[config.mk]
export PLATFORM = sky130hd
export DESIGN_NAME = ffs_cg_bitmap_free_counter
export DESIGN_NICKNAME = d
export VERILOG_FILES = /design/src/rtl/core/ffscg_pkg.sv /design/src/rtl/core/ffscg_byte_eval.sv /design/src/rtl/core/ffs_cg_bitmap_free_counter.sv
export SDC_FILE = /design/constraint.sdc
export NUM_CORES = 1
export LEC_CHECK = 0
export ABC_AREA = 1
export BUFFER_PORTS_ARGS = -buffer_cell sky130_fd_sc_hd__buf_2
export CAP_MARGIN = 20
export CELL_PAD_IN_SITES_DETAIL_PLACEMENT = 1
export CELL_PAD_IN_SITES_GLOBAL_PLACEMENT = 2
export CORE_AREA = 4 4 160 317
export CTS_BUF_LIST = sky130_fd_sc_hd__clkbuf_8 sky130_fd_sc_hd__clkbuf_16
export DETAILED_ROUTE_END_ITERATION = 6
export DIE_AREA = 0 0 164 321
export PLACE_DENSITY_LB_ADDON = 0.1
export SLEW_MARGIN = 10
export SYNTH_ARGS = -nofsm -noshare
export SYNTH_HDL_FRONTEND = slang
export SYNTH_SLANG_ARGS = --single-unit
[constraint.sdc]
create_clock -name clk -period 8.8 [get_ports clk]
set_input_delay 0.44 -clock clk [delete_from_list [all_inputs] [get_ports clk]]
set_output_delay 0.44 -clock clk [all_outputs]
set_load 0.01 [all_outputs]
[src/rtl/core/ffscg_pkg.sv]
// Package for the cylinder-group free count checker.
// Holds the transaction payload types, command and register codes, and the
// saturating counter helper. Depends on nothing.
`default_nettype none

package ffscg_pkg;

  // Counter and recorded count width.
  localparam int CNT_W = 20;
  localparam logic [CNT_W-1:0] CNT_MAX = {CNT_W{1'b1}};

  // Configuration port sizes.
  localparam int CFG_IDX_W  = 2;
  localparam int CFG_DATA_W = 20;

  // Configuration register indexes.
  localparam logic [CFG_IDX_W-1:0] REG_FRAG_LOG2        = 2'd0;
  localparam logic [CFG_IDX_W-1:0] REG_GROUP_FRAGS      = 2'd1;
  localparam logic [CFG_IDX_W-1:0] REG_INODES_PER_GROUP = 2'd2;

  // Input commands.
  localparam logic [1:0] CMD_INODE = 2'd0;
  localparam logic [1:0] CMD_FRAG  = 2'd1;
  localparam logic [1:0] CMD_END   = 2'd2;

  // Input transaction payload.
  typedef struct packed {
    logic [1:0]       cmd;
    logic [7:0]       bitmap_byte;
    logic [CNT_W-1:0] recorded_free_blocks;
    logic [CNT_W-1:0] recorded_free_frags;
    logic [CNT_W-1:0] recorded_free_inodes;
  } in_item_t;

  // Result transaction payload.
  typedef struct packed {
    logic [CNT_W-1:0] free_blocks;
    logic [CNT_W-1:0] free_frags;
    logic [CNT_W-1:0] free_inodes;
    logic             blocks_mismatch;
    logic             frags_mismatch;
    logic             inodes_mismatch;
  } out_item_t;

  // Per-byte increments from the byte evaluator.
  typedef struct packed {
    logic [3:0] inode_inc;
    logic [3:0] block_inc;
    logic [3:0] frag_inc;
    logic       inode_live;
    logic       frag_live;
  } byte_eval_t;

  // Add a small increment to a counter, saturating at the all-ones value.
  function automatic logic [CNT_W-1:0] sat_add(input logic [CNT_W-1:0] cnt,
                                               input logic [3:0] inc);
    logic [CNT_W:0] sum;
    sum = {1'b0, cnt} + (CNT_W+1)'(inc);
    return sum[CNT_W] ? CNT_MAX : sum[CNT_W-1:0];
  endfunction

endpackage

`default_nettype wire

[src/rtl/core/ffscg_byte_eval.sv]
// Per-byte evaluation for the cylinder-group free count checker.
// Masks one bitmap byte against the configured limits and counts free
// inodes, whole free blocks and loose free fragments. Depends on ffscg_pkg.
`default_nettype none

module ffscg_byte_eval
  import ffscg_pkg::*;
#(
  parameter int MAX_GROUP_BITS = 524288,
  localparam int POS_LIMIT = (MAX_GROUP_BITS + 7) / 8,
  localparam int POS_W = $clog2(POS_LIMIT + 1)
) (
  input  wire logic [7:0]       bitmap_byte,
  input  wire logic [POS_W-1:0] inode_pos,
  input  wire logic [POS_W-1:0] frag_pos,
  input  wire logic [1:0]       frag_log2,
  input  wire logic [CNT_W-1:0] group_frags,
  input  wire logic [CNT_W-1:0] inodes_per_group,
  output byte_eval_t            eval
);

  localparam int CMP_W = ((POS_W + 3 > CNT_W) ? POS_W + 3 : CNT_W) + 1;
  localparam logic [CMP_W-1:0] MAX_C = CMP_W'(MAX_GROUP_BITS);

  // Limits clamped to the largest group size.
  logic [CMP_W-1:0] ilim;
  logic [CMP_W-1:0] flim;
  logic [CMP_W-1:0] whole_end;

  // Per-byte results before they are packed into the output struct.
  logic [3:0] inode_inc;
  logic       inode_live;
  logic [3:0] block_inc;
  logic [3:0] frag_inc;
  logic       frag_live;

  always_comb begin
    ilim = (CMP_W'(inodes_per_group) > MAX_C) ? MAX_C : CMP_W'(inodes_per_group);
    flim = (CMP_W'(group_frags) > MAX_C) ? MAX_C : CMP_W'(group_frags);
    // Fragments at or above this index do not belong to a whole block.
    whole_end = (flim >> frag_log2) << frag_log2;
  end

  // Free inodes: clear bits whose index is below the inode limit.
  always_comb begin
    logic [CMP_W-1:0] ibase;
    logic [3:0]       n;
    ibase = CMP_W'({inode_pos, 3'b000});
    n = 4'd0;
    for (int j = 0; j < 8; j++) begin
      if (((ibase + CMP_W'(j)) < ilim) && !bitmap_byte[j]) begin
        n = n + 4'd1;
      end
    end
    inode_inc  = n;
    inode_live = (inode_pos < POS_W'(POS_LIMIT));
  end

  // Free blocks and fragments: each bit looks at the block it belongs to.
  always_comb begin
    logic [CMP_W-1:0] fbase;
    logic [3:0]       per;
    logic [8:0]       gmask9;
    logic [2:0]       st_mask;
    logic [2:0]       start;
    logic [7:0]       grp;
    logic             full;
    logic             whole;
    logic [3:0]       nb;
    logic [3:0]       nf;
    fbase   = CMP_W'({frag_pos, 3'b000});
    per     = 4'd1 << frag_log2;
    gmask9  = (9'd1 << per) - 9'd1;
    st_mask = 3'(per - 4'd1);
    nb = 4'd0;
    nf = 4'd0;
    for (int j = 0; j < 8; j++) begin
      start = 3'(j) & ~st_mask;
      grp   = gmask9[7:0] << start;
      full  = ((bitmap_byte & grp) == grp);
      whole = ((fbase + CMP_W'(start)) < whole_end);
      if (whole) begin
        // A fully free block counts once, at its first fragment.
        if (full && (3'(j) == start)) begin
          nb = nb + 4'd1;
        end else if (!full && bitmap_byte[j]) begin
          nf = nf + 4'd1;
        end
      end else if (bitmap_byte[j] && ((fbase + CMP_W'(j)) < flim)) begin
        nf = nf + 4'd1;
      end
    end
    block_inc = nb;
    frag_inc  = nf;
    frag_live = (frag_pos < POS_W'(POS_LIMIT));
  end

  // Pack the per-byte results.
  always_comb begin
    eval.inode_inc  = inode_inc;
    eval.block_inc  = block_inc;
    eval.frag_inc   = frag_inc;
    eval.inode_live = inode_live;
    eval.frag_live  = frag_live;
  end

endmodule

`default_nettype wire

[src/rtl/core/ffs_cg_bitmap_free_counter.sv]
// Top level of the cylinder-group free count checker.
// Holds the input register, running counters, configuration and result
// register. Depends on ffscg_pkg and ffscg_byte_eval.
//
// The block takes one bitmap byte or end-of-group transaction per clock
// while it is not stalled: each transaction is held in the input register,
// where the byte evaluator and the saturating counters update, and an
// end-of-group result is then registered in the output register. Input is
// stalled only while an end transaction waits for a full output register
// that is itself stalled. Inode and fragment bytes past MAX_GROUP_BITS bits
// are dropped, and the end transaction clears all counters and byte
// positions.
`default_nettype none

module ffs_cg_bitmap_free_counter
  import ffscg_pkg::*;
#(
  parameter int MAX_GROUP_BITS = 524288
) (
  input  wire logic                  clk,
  input  wire logic                  rst_n,
  // Input channel.
  input  wire logic                  in_valid,
  output logic                       in_stall,
  input  wire in_item_t              in_data,
  // Result channel.
  output logic                       out_valid,
  input  wire logic                  out_stall,
  output out_item_t                  out_data,
  // Configuration write port.
  input  wire logic                  cfg_we,
  input  wire logic [CFG_IDX_W-1:0]  cfg_index,
  input  wire logic [CFG_DATA_W-1:0] cfg_wdata
);

  localparam int POS_LIMIT = (MAX_GROUP_BITS + 7) / 8;
  localparam int POS_W = $clog2(POS_LIMIT + 1);

  // Configuration registers.
  logic [1:0]       frag_log2_r, frag_log2_nxt;
  logic [CNT_W-1:0] group_frags_r, group_frags_nxt;
  logic [CNT_W-1:0] inodes_per_group_r, inodes_per_group_nxt;

  // Input stage.
  logic     s1_valid_r, s1_valid_nxt;
  in_item_t s1_item_r, s1_item_nxt;

  // Running state.
  logic [POS_W-1:0] inode_pos_r, inode_pos_nxt;
  logic [POS_W-1:0] frag_pos_r, frag_pos_nxt;
  logic [CNT_W-1:0] block_cnt_r, block_cnt_nxt;
  logic [CNT_W-1:0] frag_cnt_r, frag_cnt_nxt;
  logic [CNT_W-1:0] inode_cnt_r, inode_cnt_nxt;

  // Result stage.
  logic      out_valid_r, out_valid_nxt;
  out_item_t out_item_r, out_item_nxt;

  logic       out_free;
  logic       s1_go;
  logic       in_accept;
  byte_eval_t eval;

  // Byte evaluator on the held input transaction.
  ffscg_byte_eval #(
    .MAX_GROUP_BITS (MAX_GROUP_BITS)
  ) u_byte_eval (
    .bitmap_byte      (s1_item_r.bitmap_byte),
    .inode_pos        (inode_pos_r),
    .frag_pos         (frag_pos_r),
    .frag_log2        (frag_log2_r),
    .group_frags      (group_frags_r),
    .inodes_per_group (inodes_per_group_r),
    .eval             (eval)
  );

  // Handshake: the input stage moves on unless an end result cannot be stored.
  always_comb begin
    out_free  = !out_valid_r || !out_stall;
    s1_go     = s1_valid_r && ((s1_item_r.cmd != CMD_END) || out_free);
    in_stall  = s1_valid_r && !s1_go;
    in_accept = in_valid && !in_stall;
    out_valid = out_valid_r;
    out_data  = out_item_r;
  end

  // Configuration writes.
  always_comb begin
    frag_log2_nxt        = frag_log2_r;
    group_frags_nxt      = group_frags_r;
    inodes_per_group_nxt = inodes_per_group_r;
    if (cfg_we) begin
      case (cfg_index)
        REG_FRAG_LOG2:        frag_log2_nxt        = cfg_wdata[1:0];
        REG_GROUP_FRAGS:      group_frags_nxt      = cfg_wdata[CNT_W-1:0];
        REG_INODES_PER_GROUP: inodes_per_group_nxt = cfg_wdata[CNT_W-1:0];
        default: ;
      endcase
    end
  end

  // Input register load.
  always_comb begin
    s1_item_nxt = s1_item_r;
    if (in_accept) begin
      s1_item_nxt = in_data;
    end
    if (in_accept) begin
      s1_valid_nxt = 1'b1;
    end else if (s1_go) begin
      s1_valid_nxt = 1'b0;
    end else begin
      s1_valid_nxt = s1_valid_r;
    end
  end

  // Counter updates and result capture for the transaction in the input stage.
  always_comb begin
    inode_pos_nxt = inode_pos_r;
    frag_pos_nxt  = frag_pos_r;
    block_cnt_nxt = block_cnt_r;
    frag_cnt_nxt  = frag_cnt_r;
    inode_cnt_nxt = inode_cnt_r;
    out_item_nxt  = out_item_r;
    out_valid_nxt = out_valid_r && out_stall;
    if (s1_go) begin
      case (s1_item_r.cmd)
        CMD_INODE: begin
          if (eval.inode_live) begin
            inode_pos_nxt = inode_pos_r + POS_W'(1);
            inode_cnt_nxt = sat_add(inode_cnt_r, eval.inode_inc);
          end
        end
        CMD_FRAG: begin
          if (eval.frag_live) begin
            frag_pos_nxt  = frag_pos_r + POS_W'(1);
            block_cnt_nxt = sat_add(block_cnt_r, eval.block_inc);
            frag_cnt_nxt  = sat_add(frag_cnt_r, eval.frag_inc);
          end
        end
        CMD_END: begin
          out_item_nxt.free_blocks     = block_cnt_r;
          out_item_nxt.free_frags      = frag_cnt_r;
          out_item_nxt.free_inodes     = inode_cnt_r;
          out_item_nxt.blocks_mismatch = (block_cnt_r != s1_item_r.recorded_free_blocks);
          out_item_nxt.frags_mismatch  = (frag_cnt_r != s1_item_r.recorded_free_frags);
          out_item_nxt.inodes_mismatch = (inode_cnt_r != s1_item_r.recorded_free_inodes);
          out_valid_nxt = 1'b1;
          inode_pos_nxt = '0;
          frag_pos_nxt  = '0;
          block_cnt_nxt = '0;
          frag_cnt_nxt  = '0;
          inode_cnt_nxt = '0;
        end
        default: ;
      endcase
    end
  end

  // Control and state registers.
  always_ff @(posedge clk) begin
    if (!rst_n) begin
      frag_log2_r        <= 2'd3;
      group_frags_r      <= '0;
      inodes_per_group_r <= '0;
      s1_valid_r         <= 1'b0;
      out_valid_r        <= 1'b0;
      inode_pos_r        <= '0;
      frag_pos_r         <= '0;
      block_cnt_r        <= '0;
      frag_cnt_r         <= '0;
      inode_cnt_r        <= '0;
    end else begin
      frag_log2_r        <= frag_log2_nxt;
      group_frags_r      <= group_frags_nxt;
      inodes_per_group_r <= inodes_per_group_nxt;
      s1_valid_r         <= s1_valid_nxt;
      out_valid_r        <= out_valid_nxt;
      inode_pos_r        <= inode_pos_nxt;
      frag_pos_r         <= frag_pos_nxt;
      block_cnt_r        <= block_cnt_nxt;
      frag_cnt_r         <= frag_cnt_nxt;
      inode_cnt_r        <= inode_cnt_nxt;
    end
  end

  // Payload registers.
  always_ff @(posedge clk) begin
    s1_item_r  <= s1_item_nxt;
    out_item_r <= out_item_nxt;
  end

endmodule

`default_nettype wire
======== After elaboration in Yosys (flattened, before gate mapping) ========
Index checks and enable logic that the tools add are counted.
storage, ports and cells
  bits in registers ....................... 271
  latch bits .............................. 0
  bits in writable memories ............... 0
  bits in read-only memories .............. 0
  input port bits ......................... 97
  memories kept ........................... 0
cells by class
  $add $sub $neg .......................... 49
  $mul .................................... 0
  div/mod/pow operators ................... 0
  order comparisons ....................... 28
  eq/ne operators ......................... 22
  shifts and indexed selects .............. 11
  muxes and demuxes ....................... 75
  bitwise logic cells ..................... 9
  reduce and logical (&&, ||, !) cells .... 68
operators with widths
  kind                                                              number
  21-bit less-than comparator                                       21
  4-bit two-way mux                                                 50
  20-bit by 3-bit adder with 21-bit output (second input constant)  8
  20-bit two-way mux                                                8
  20-bit case mux with 2 select lines                               3
  20-bit by 2-bit adder with 21-bit output (second input constant)  4
  20-bit by 3-bit adder with 21-bit output                          4
  4-bit by 1-bit adder with 4-bit output (second input constant)    20
  17-bit case mux with 2 select lines                               2
  8-bit AND                                                         8
  8-bit equality test                                               8
  20-bit by 4-bit adder with 21-bit output                          3
  20-bit by 21-bit less-than comparator with 1-bit output           3
  20-bit inequality test                                            3
  20-bit by 1-bit adder with 21-bit output (second input constant)  2
  20-bit by 2-bit adder with 21-bit output                          2
  20-bit greater-than comparator (second input constant)            2
  1-bit logical AND                                                 35
  17-bit by 1-bit adder with 17-bit output (second input constant)  2
  17-bit less-than comparator (second input constant)               2
  17-bit two-way mux                                                2
  8-bit by 3-bit << shifter with 8-bit output                       4
  20-bit by 1-bit adder with 21-bit output                          1
  21-bit by 2-bit << shifter with 21-bit output                     1
  other kinds (22)                                                  64

======== Longest topological paths before layout ========
Gate-level depths: netlist (run 1).
  depth in word-level cells ............... 42
  depth in mapped cells ................... 65
  mapped depth without buffers ............ 62

======== Cells and area by module ========
From an unflattened synthesis (run 1), not the netlist that was laid out.
unflattened totals
  cells, all modules ...................... 2,209
  area total of the unflattened synthesis .. 16,871.2 µm²
modules (own cells, without submodules)
  module                      instances  cells an instance  area an instance (µm²)  seq. area each (µm²)
  ffs_cg_bitmap_free_counter  1          1,428              12,495.7                6,756.5
  ffscg_byte_eval             1          781                4,375.4                 0.0

======== Worst setup path after synthesis (run 1) ========
Ideal clock, no wire load.
  path type ............................... reg-to-reg
  start point ............................. register group_frags_r[4]
  end point ............................... register frag_cnt_r[12]
  setup time .............................. 70 ps
  arrival ................................. 8,761 ps
  data required time ...................... 8,730 ps
  setup slack ............................. -32 ps
  stages on the path, launching flop included .. 63
  path buffers ............................ 4
  cells stage by stage .................... dfxtp_1 nor2_1 nand2_1 nor2_2 nand3_2 nand2_2 buf_6 clkbuf_1 clkbuf_1 nand2_1 ha_1 nand2_1 nor2_1 nand2_1 nor3_1 inv_1 nor2_1 nand2_1 [... 27 more ...] inv_1 ha_1 nor2_1 a21oi_1 inv_1 fa_1 inv_1 a31oi_1 nor3b_1 nand4_1 nor2_1 inv_1 nor2_1 nand3_1 inv_1 clkbuf_1 o21ai_0 a21oi_1
between the ends
  cells in the longest elaborated chain, start to end .. 38
  elaborated cells on any way between the ends .. 69
  classes of those cells .................. 8 x add/sub; 17 x order compare; 2 x shift; 34 x mux; 8 x reduce/logical
RTL lines
  what                                                                                                                             line                                          source
  from (decl)                                                                                                                      ffs_cg_bitmap_free_counter.sv:41              logic [CNT_W-1:0] group_frags_r, group_frags_nxt;
  from (signal assigned)                                                                                                           ffs_cg_bitmap_free_counter.sv:175             group_frags_r <= group_frags_nxt;
  20-bit greater-than comparator                                                                                                   ffscg_byte_eval.sv:39                         flim = (CMP_W'(group_frags) > MAX_C) ? MAX_C : CMP_W'(group_frags);
  20-bit two-way mux (*)                                                                                                           ffscg_byte_eval.sv:39
  21-bit by 2-bit >> shifter with 21-bit output / 20-bit by 21-bit less-than comparator with 1-bit output (equally long branches)  ffscg_byte_eval.sv:41, ffscg_byte_eval.sv:89
  21-bit by 2-bit << shifter with 21-bit output / 1-bit logical AND (equally long branches)                                        ffscg_byte_eval.sv:41, ffscg_byte_eval.sv:89
  20-bit by 21-bit less-than comparator with 1-bit output / 1-bit two-way mux (equally long branches)                              ffscg_byte_eval.sv:81, ffscg_byte_eval.sv:89
  4-bit two-way mux                                                                                                                ffscg_byte_eval.sv:82                         if (whole) begin
  4-bit by 1-bit adder with 4-bit output                                                                                           ffscg_byte_eval.sv:87, ffscg_byte_eval.sv:90
  4-bit two-way mux                                                                                                                ffscg_byte_eval.sv:86                         end else if (!full && bitmap_byte[j]) begin
  [... 22 more ...]                                                                                                                n/a
  4-bit by 1-bit adder with 4-bit output                                                                                           ffscg_byte_eval.sv:87, ffscg_byte_eval.sv:90
  4-bit two-way mux                                                                                                                ffscg_byte_eval.sv:86
  4-bit two-way mux                                                                                                                ffscg_byte_eval.sv:84                         if (full && (3'(j) == start)) begin
  4-bit two-way mux (*)                                                                                                            ffscg_byte_eval.sv:82
  20-bit by 4-bit adder with 21-bit output (*)                                                                                     ffscg_pkg.sv:58                               sum = {1'b0, cnt} + (CNT_W+1)'(inc);
  20-bit two-way mux (*)                                                                                                           ffscg_pkg.sv:59                               return sum[CNT_W] ? CNT_MAX : sum[CNT_W-1:0];
  20-bit two-way mux (*)                                                                                                           ffs_cg_bitmap_free_counter.sv:135             if (eval.frag_live) begin
  20-bit case mux with 2 select lines (*)                                                                                          ffs_cg_bitmap_free_counter.sv:127             case (s1_item_r.cmd)
  to (signal assigned)                                                                                                             ffs_cg_bitmap_free_counter.sv:182             frag_cnt_r <= frag_cnt_nxt;
  to (decl)                                                                                                                        ffs_cg_bitmap_free_counter.sv:52              logic [CNT_W-1:0] frag_cnt_r, frag_cnt_nxt;
Mark *: on every way between the ends. The rest lies on a longest branch, timed or not. The select of a mux whose other input is x is not followed.
A chain may end at the register's enable or synchronous reset.

======== Final worst setup path (run 1) ========
  start point ............................. register group_frags_r[16]
  end point ............................... register block_cnt_r[4]
between the ends
  cells in the longest elaborated chain, start to end .. 31
  elaborated cells on any way between the ends .. 38
  classes of those cells .................. 8 x add/sub; 9 x order compare; 2 x shift; 19 x mux
RTL lines
  what                                                     line                               source
  20-bit greater-than comparator                           ffscg_byte_eval.sv:39
  20-bit two-way mux (*)                                   ffscg_byte_eval.sv:39
  21-bit by 2-bit >> shifter with 21-bit output (*)        ffscg_byte_eval.sv:41              whole_end = (flim >> frag_log2) << frag_log2;
  21-bit by 2-bit << shifter with 21-bit output (*)        ffscg_byte_eval.sv:41
  20-bit by 21-bit less-than comparator with 1-bit output  ffscg_byte_eval.sv:81              whole = ((fbase + CMP_W'(start)) < whole_end);
  1-bit two-way mux                                        ffscg_byte_eval.sv:82
  4-bit by 1-bit adder with 4-bit output                   ffscg_byte_eval.sv:85              nb = nb + 4'd1;
  4-bit two-way mux                                        ffscg_byte_eval.sv:84
  [... 15 more ...]                                        n/a
  4-bit two-way mux                                        ffscg_byte_eval.sv:82
  4-bit by 1-bit adder with 4-bit output                   ffscg_byte_eval.sv:85
  4-bit two-way mux                                        ffscg_byte_eval.sv:84
  4-bit two-way mux (*)                                    ffscg_byte_eval.sv:82
  20-bit by 4-bit adder with 21-bit output (*)             ffscg_pkg.sv:58
  20-bit two-way mux (*)                                   ffscg_pkg.sv:59
  20-bit two-way mux (*)                                   ffs_cg_bitmap_free_counter.sv:135
  20-bit case mux with 2 select lines (*)                  ffs_cg_bitmap_free_counter.sv:127
  to (signal assigned)                                     ffs_cg_bitmap_free_counter.sv:181  block_cnt_r <= block_cnt_nxt;
  to (decl)                                                ffs_cg_bitmap_free_counter.sv:51   logic [CNT_W-1:0] block_cnt_r, block_cnt_nxt;
Marked as above.

==> out/results.ini, run 1 <==
[clocking]
clk_path_buf_depth=3
numCtsBuffers=27
h-tree-depth=1
cts.sinks=271
clk_latency_ps=590
cts_root_buf=clkbuf_16
clkTransAtPathRegs_ps=70
cts_tree=built

[timing]
finalHoldViolCount=0
finalClockSkew_ps=25.25
fin_crit_ps=8206
setup_viol=0
tightest_slew_ps=952.0
slew_viol_final=0
maxSlewHeadroom=0.3638
final.period_utilization=0.9325
max_freq_mhz=121.9
layout_setup_ws_ps=594.1
holdWs_ps=29.49
setup_tns_ps=0

[layout]
antenna-diode-count=0
seqCellArea_sq_um=6766
nFillCells=5814
syn2layout_area_growth_pct=24.35
drive_gt1_frac=0.2167
nets=2306
multi_input_area_sq_um=8034
final_util=0.3956

[global_routing]
gr-total-overflow=0
grt_pass1_wl_mm=75.89
grt_max_degree=64
antenna_found_initial=1
grt_usage=0.1809
grt_pass1_vias=14580

[setup_path]
cp_top_family=simple AND/OR/NAND/NOR gates
slowest_delay_ps=380
cp.required_ps=9300
critPathBufInv=7
cp_data_arrival_time_ps=8700
crit_fanout=16
critPathKind=flip-flop to flip-flop
startpoint_type=flip-flop
endpoint_kind=flip-flop
cpMaxStageDelayCell=ha_2

[min_path]
worstHoldPathType=input pin to flip-flop

[placement]
pre_cts_ws_ps=-198.5
portBuffers=161
hpwl_mm=37.84
place_congestion=0.8080

[drt]
wl_per_cell_microns=17.61
viasPerCell=4.968
antenna_left=0
drc_errors=0
num_vias=13760
wl_mm=48.79
firstDrtPassIters=4
first_iter_violations=541

[yosys]
synth_area_leaders=edfxtp_1 26%, dfxtp_1 18%, nand2_1 8.9%
synth-async-reset-ratio=0
syn_avg_cell_area_sq_um=8.224
yosysUniqueCellTypes=62
yosysWarnings=0
synth_common_cells=365 x nand2_1, 192 x inv_1, 177 x nor2_1
synth_seq_cells=271
syn_area_sq_um=15340
synth_edf_count=133
synth-main-ff-cell=dfxtp_1
syn-num-nets=2060
synth_most_common_cell=nand2_1
yosysSeqAreaShare=0.4405
yosysTopAreaCell=edfxtp_1
synth_top_area_frac=0.2604
synthesis.instances=1865

[power]
switching_share=0.3064
switching_power_uw=1080
power.share.combinational=0.240
p_int_uw=2444
power_uw=3524
power_frac_seq=0.394
clock_power_share=0.366
cellLeakagePower_uw=0.007963
power_density_nw_per_um2=184.8
ir_drop_uv=141.7

[die]
core_area_sq_um=48210
initial_core_util=0.3182
die_h_microns=321
die_area_sq_um=52640
die_w_microns=164
rows=114
ios=162

[flow_run]
max_cap_violations=0

[run_status]
status=finished, final reports clean

-- final cells by class --
type	instances	share of cell area
Inverter	212	0.04179
Sequential cell	271	0.3548
Multi-Input combinational cell	1337	0.4212
Clock inverter	22	0.01535
Timing Repair Buffer	262	0.08889
Tap cell	638	0.04185
Clock buffer	28	0.03615
-- flip-flops by register name, indices dropped and copies added, names as in the netlist --
name and count:
inode_pos_r 17, inode_cnt_r 20, block_cnt_r 20, group_frags_r 20, out_data 63, frag_cnt_r 20
out_valid 1, s1_item_r 70, s1_valid_r 1, frag_pos_r 17, frag_log2_r 2, inodes_per_group_r 20
-- power groups by stage --
| stage | Clock [uW] | Combinational (uW) | Sequential (uW) |
|---|---|---|---|
| floorplan | 0 | 536 | 1410 |
| global placement | 0 | 752 | 1410 |
| detailed placement | 0 | 772 | 1420 |
| CTS | 1340 | 788 | 1390 |
| global route | 1380 | 960 | 1390 |
| finish | 1290 | 845 | 1390 |
-- what timing repair did --
item,CTS,global route
hold buffers,22,0
hold endpoints to repair,22,0
resized for setup,7,120
setup buffers,0,21
cloned,1,4
setup endpoints to repair,29,60
pin swaps,2,49
-- worst paths after layout --
| check | start | end | slack, ps | cells after the start |
|---|---|---|---|---|
| min reg2reg | block_cnt_r[14] | out_data[57] | 470 | 0 |
| max reg2reg | group_frags_r[16] | block_cnt_r[4] | 590 | 51 |
| max | group_frags_r[16] | block_cnt_r[4] | 590 | 51 |
| min | in_data[14] | s1_item_r[14] | 30 | 1 |
-- per-layer routing --
metal,track usage,vias to the layer above,share of wire
li1,-,6780,-
met1,0.1767,6695,0.35
met2,0.3791,206,0.58
met3,0.01834,78,0.028
met4,0.06138,2,0.036
met5,0,-,0.00027
-- worst reg2reg max path: cells and delay by family (launching register included) --
kind	cells	cell delay, ps
xor gates and xnor gates	1	80
adders and majority gates	9	2550
DFF	1	330
and+or+nand+nor	24	3080
buffers and inverters	7	860
AOI/OAI and AO/OA	10	1260
-- metrics by stage --
step | instance area (sq um) | std cells
5_1_grt | 19070 | 2770
4_1_cts | 18470 | 2744
6_report | 19070 | 2770
3_3_place_gp | 17200 | 2671
3_5_place_dp | 17200 | 2671
2_1_floorplan | 15340 | 1865
-- layout by cell type (no fill, tap or decap), types with 7 or more instances in the layout --
cell,n
nand2_1,353
nand3_1,77
nor3_2,8
or2_2,19
edfxtp_1,133
ha_1,93
nand4_1,28
nor4_1,16
nand2_2,29
buf_4,71
nand3_2,11
a21oi_1,134
o21ai_2,11
o31ai_1,9
inv_2,27
clkbuf_16,28
dlygate4sd3_1,22
nor3_1,43
xnor2_1,33
inv_1,185
dfxtp_1,132
buf_2,161
nor3b_1,12
nor2_4,7
o21ai_1,11
a31oi_1,7
nor2_1,155
o21ai_0,107
nor2_2,18
xor2_1,65
-- logic make-up after synthesis --
group,share of synthesized area
flip-flops,0.4405
adder cells (fa/ha/maj),0.08141
buffers and inverters,0.06395
AO/OA/AOI/OAI,0.1224
AND/OR/NAND/NOR,0.2309
XOR/XNOR,0.06094
Power figures use the tool's default switching activity.
==> run 2, diff against run 1 <==
- CORE_AREA: 4 4 160 317 -> 4 4 250 203
- DIE_AREA: 0 0 164 321 -> 0 0 254 207
==> run 2 against run 1 <==
Effect of this change: global-route usage barely moved; sequential cell count unchanged; sequential power barely moved; final area is 0.51% lower; power grew 1.8%; clock power increased by 4%; sequential share of layout area up 0.13 points.
==> out/results.ini, run 2 (synthesis results as in run 1) <==
[clocking]
cts.sinks=271
cts_root_buf=clkbuf_16
clk_latency_ps=550
clkTransAtPathRegs_ps=60
clk_path_buf_depth=3
h-tree-depth=2
numCtsBuffers=34
cts_tree=built

[die]
rows=72
die_w_microns=254
initial_core_util=0.3188
core_area_sq_um=48110
ios=162
die_h_microns=207
die_area_sq_um=52580

[drt]
wl_per_cell_microns=17.57
antenna_left=0
firstDrtPassIters=5
viasPerCell=4.880
first_iter_violations=565
wl_mm=48.40
drc_errors=0
num_vias=13450

[power]
cellLeakagePower_uw=0.007967
power_density_nw_per_um2=189.1
power_uw=3588
ir_drop_uv=96.16

[layout]
drive_gt1_frac=0.2201
layout_common_cells=357 x nand2_1, 193 x inv_1, 161 x buf_2
antenna-diode-count=0
layout_commonest_cell=nand2_1
nFillCells=5729
largest_reg_flops=70
top_register=s1_item_r
nets=2296
stdcell_area_sq_um=18980
syn2layout_area_growth_pct=23.71

[timing]
setup_tns_ps=0
maxSlewHeadroom=0.2357
final.period_utilization=0.9415
finalClockSkew_ps=24.23
tightest_slew_ps=1136
fin_crit_ps=8285
finalHoldViolCount=0
rsz0062_at_grt=yes
layout_setup_ws_ps=514.6
holdWs_ps=68.22
slew_viol_final=0
max_freq_mhz=120.7
setup_viol=0

[placement]
place_congestion=0.8413
pre_cts_ws_ps=-301.6
hpwl_mm=36.12
portBuffers=161
place_area_sq_um=17230

[setup_path]
endpoint_kind=flip-flop
slowest_delay_ps=350
crit_top_cell=nand2_1
r2r_slack_ps=510
cp_data_arrival_time_ps=8690
startpoint_type=flip-flop
critPathKind=flip-flop to flip-flop
cpMaxStageDelayCell=fa_2
cp.required_ps=9200
crit_fanout=16

[global_routing]
gr-total-overflow=0
grt_max_degree=64
grt_usage=0.1813
grt_pass1_wl_mm=77.47
antenna_found_initial=2
grt_pass1_vias=14200

[flow_run]
max_cap_violations=0

[min_path]
worstHoldPathType=input pin to flip-flop

[run_status]
status=finished, final reports clean

-- run 2: cell count changes in the layout (fill, tap and decap cells not counted), sizes merged, moves of 6 or more --
cell,change
dlygate4sd3,-22
clkbuf,+11
inv,+8
buf,+6
bufinv,-6
clkinvlp,-6
-- run 2: worst paths after layout --
check | to | depth (start not counted) | from
worst max register to register | frag_cnt_r[18] | 58 | group_frags_r[8]
worst max-delay path | frag_cnt_r[18] | 58 | group_frags_r[8]
worst min register to register | out_data[57] | 0 | block_cnt_r[14]
worst min-delay path | s1_item_r[4] | 1 | in_data[4]
-- run 2: where the power goes --
group	internal, uW	switching [uW]
clock	775	562
combinational	339	524
sequential	1360	28.7
total	2470	1110
-- run 2: critical path, delay by kind of cell, from the launching register on --
kind	cells	cell delay [ps]
flip-flops	1	310
AND/OR/NAND/NOR	33	3930
buffers and inverters	7	600
AO/OA/AOI/OAI	11	1270
adder cells (fa/ha/maj)	7	2030
-- run 2: layer usage --
| metal | GRT usage | share of wire | vias up |
|---|---|---|---|
| met2 | 0.2883 | 0.45 | 180 |
| li1 | - | - | 6778 |
| met4 | 0.04123 | 0.016 | 0 |
| met3 | 0.02772 | 0.037 | 49 |
| met5 | 0 | 0 | - |
| met1 | 0.2607 | 0.50 | 6438 |
-- run 2: through the flow --
| step | utilization | instances |
|---|---|---|
| floorplan | - | 1865 |
| global placement | 0.3581 | 2671 |
| detailed placement | 0.3581 | 2671 |
| CTS | 0.3811 | 2732 |
| global route | 0.3945 | 2755 |
| finish | 0.3945 | 2755 |
-- run 2: repair_timing --
item                       CTS  global route
pin swaps                    0            54
hold buffers                 0             0
setup endpoints to repair   48            60
setup buffers                0            19
gates cloned                 0             3
resized for setup            8           114
-- run 2: layout make-up --
cell class	instances	area [sq um]	area share
multi-input combinational	1339	8112	0.4275
sequential	271	6756	0.3561
timing repair buffer	243	1453	0.07655
clock buffer	41	958.4	0.05051
inverter	212	797.0	0.04200
tap	629	787.0	0.04147
clock inverter	20	112.6	0.005934
==> run 3, diff against run 2 <==
- CORE_AREA: 4 4 250 203 -> 4 4 230 187
- DIE_AREA: 0 0 254 207 -> 0 0 234 191
- clock period: 8.8 -> 9.6 ns (I/O delays scaled with it)
==> run 3 against run 2 <==
Effect of this change: routed wire length decreased by 7.5%; clock power is 13% lower; register-to-register slack improved by 380 ps; hold slack lost 2.6 ps; sequential cell count unchanged; die area shrank 15%; largest cell class unchanged.
==> out/results.ini, run 3 (synthesis results as in run 1) <==
[clocking]
cts_root_buf=clkbuf_16
clk_latency_ps=590
clkTransAtPathRegs_ps=60
cts_hold_buf=0
clk_path_buf_depth=3
cts_tree=built
numCtsBuffers=30
h-tree-depth=1
cts.sinks=271

[timing]
max_freq_mhz=114.8
finalHoldViolCount=0
maxSlewHeadroom=0.3187
setup_tns_ps=0
fin_crit_ps=8709
finalClockSkew_ps=15.25
slew_viol_final=0
final.period_utilization=0.9072
tightest_slew_ps=1013
holdWs_ps=65.59
setup_viol=0

[layout]
layout_commonest_cell=nand2_1
multi_input_area_sq_um=7772
syn2layout_area_growth_pct=17.17
drive_gt1_frac=0.1639
nets=2227
layout_common_cells=361 x nand2_1, 196 x inv_1, 169 x nor2_1
top_register=s1_item_r
nFillCells=4823
largest_reg_flops=70
seqCellArea_sq_um=6759
stdcell_area_sq_um=17970

[placement]
place_congestion=0.8634
place_area_sq_um=16780
portBuffers=161
hpwl_mm=33.24

[setup_path]
cp.required_ps=10030
critPathKind=flip-flop to flip-flop
crit_path_start=group_frags_r[14]
cpMaxStageDelayCell=dfxtp_1
rr_worst_depth=60
cp_data_arrival_time_ps=9140
crit_top_cell=nand2_1
slowest_delay_ps=340
startpoint_type=flip-flop
r2r_start=group_frags_r[14]
endpoint_kind=flip-flop
crit_fanout=19

[drt]
wl_per_cell_microns=17.21
firstDrtPassIters=4
viasPerCell=5.096
first_iter_violations=645
wl_met2_mm=20.30
wl_mm=44.76
num_vias=13250
drc_errors=0
wl_met3_mm=1.867
wl_met1_mm=21.90
antenna_left=0
top_layer=met4

[die]
rows=66
die_w_microns=234
ios=162
die_area_sq_um=44690
core_area_sq_um=40550
initial_core_util=0.3783
die_h_microns=191

[power]
cellLeakagePower_uw=0.007526
ir_drop_uv=129.3
power_density_nw_per_um2=172.9

[global_routing]
antenna_found_initial=1
grt_pass1_wl_mm=71.48
grt_max_degree=65
grt_pass1_vias=13570
gr-total-overflow=0
grt_usage=0.1958

[min_path]
worstHoldPathType=input pin to flip-flop
hold_depth=1
min_from=in_data[31]

[run_status]
status=finished, final reports clean

[flow_run]
max_cap_violations=0

-- run 3: changes by cell type in the layout (fill, tap and decap cells not counted), moves of 6 or more --
cell,before,now
nor3_1,44,51
a21oi_1,131,137
o21ai_2,11,3
nor3_2,9,3
o21ai_0,108,116
nor2_1,159,169
nand3_1,74,83
nor2_2,18,8
a21oi_2,9,3
nand3_2,15,5
buf_4,77,17
-- run 3: worst paths after layout --
check | slack (ps) | to
max reg2reg | 890 | frag_cnt_r[19]
max | 890 | frag_cnt_r[19]
min reg2reg | 470 | out_data[47]
min | 70 | s1_item_r[31]
-- run 3: final cells by class --
class                           count  area share
Antenna cell                        1   0.0001392
Timing Repair inverter              1   0.0002785
Tap cell                          544     0.03787
Inverter                          212     0.04456
Sequential cell                   271      0.3761
Multi-Input combinational cell   1337      0.4325
Clock inverter                     21    0.009607
Timing Repair Buffer              179     0.05277
Clock buffer                       35     0.04623
-- run 3: repair_timing --
item / CTS / global route
endpoints found under the setup margin: 0 / 60
setup buffers: 0 / 1
resized for setup: 0 / 42
-- run 3: metal layers --
metal | vias up | GRT usage
met5 | - | 0
met4 | 0 | 0.03129
met3 | 47 | 0.02831
met2 | 191 | 0.3208
met1 | 6375 | 0.2803
li1 | 6641 | -
-- run 3: stage by stage --
step / setup slack, ps / util / power, uW / instances
floorplan: 768.3 / - / 1782 / 1865
global placement: 406.3 / 0.4139 / 1938 / 2541
detailed placement: 81.33 / 0.4139 / 1962 / 2541
CTS: 35.63 / 0.4387 / 3136 / 2597
global route: -104.5 / 0.4432 / 3302 / 2600
finish: 891.1 / 0.4433 / 3108 / 2601
-- run 3: power by group --
group          internal [uW]  leakage [uW]  switching (uW)
clock network            670      0.000535             486
registers               1250       0.00235            27.2
logic                    242       0.00464             436
total                   2160       0.00753             949
-- run 3: worst max-delay path: cells and delay by family, from the launching register on --
family                     cells  cell delay [ps]
DFF                            1              340
buffers and inverters          7              690
adders and majority gates      7             2050
and+or+nand+nor               33             4090
AOI/OAI and AO/OA             13             1370
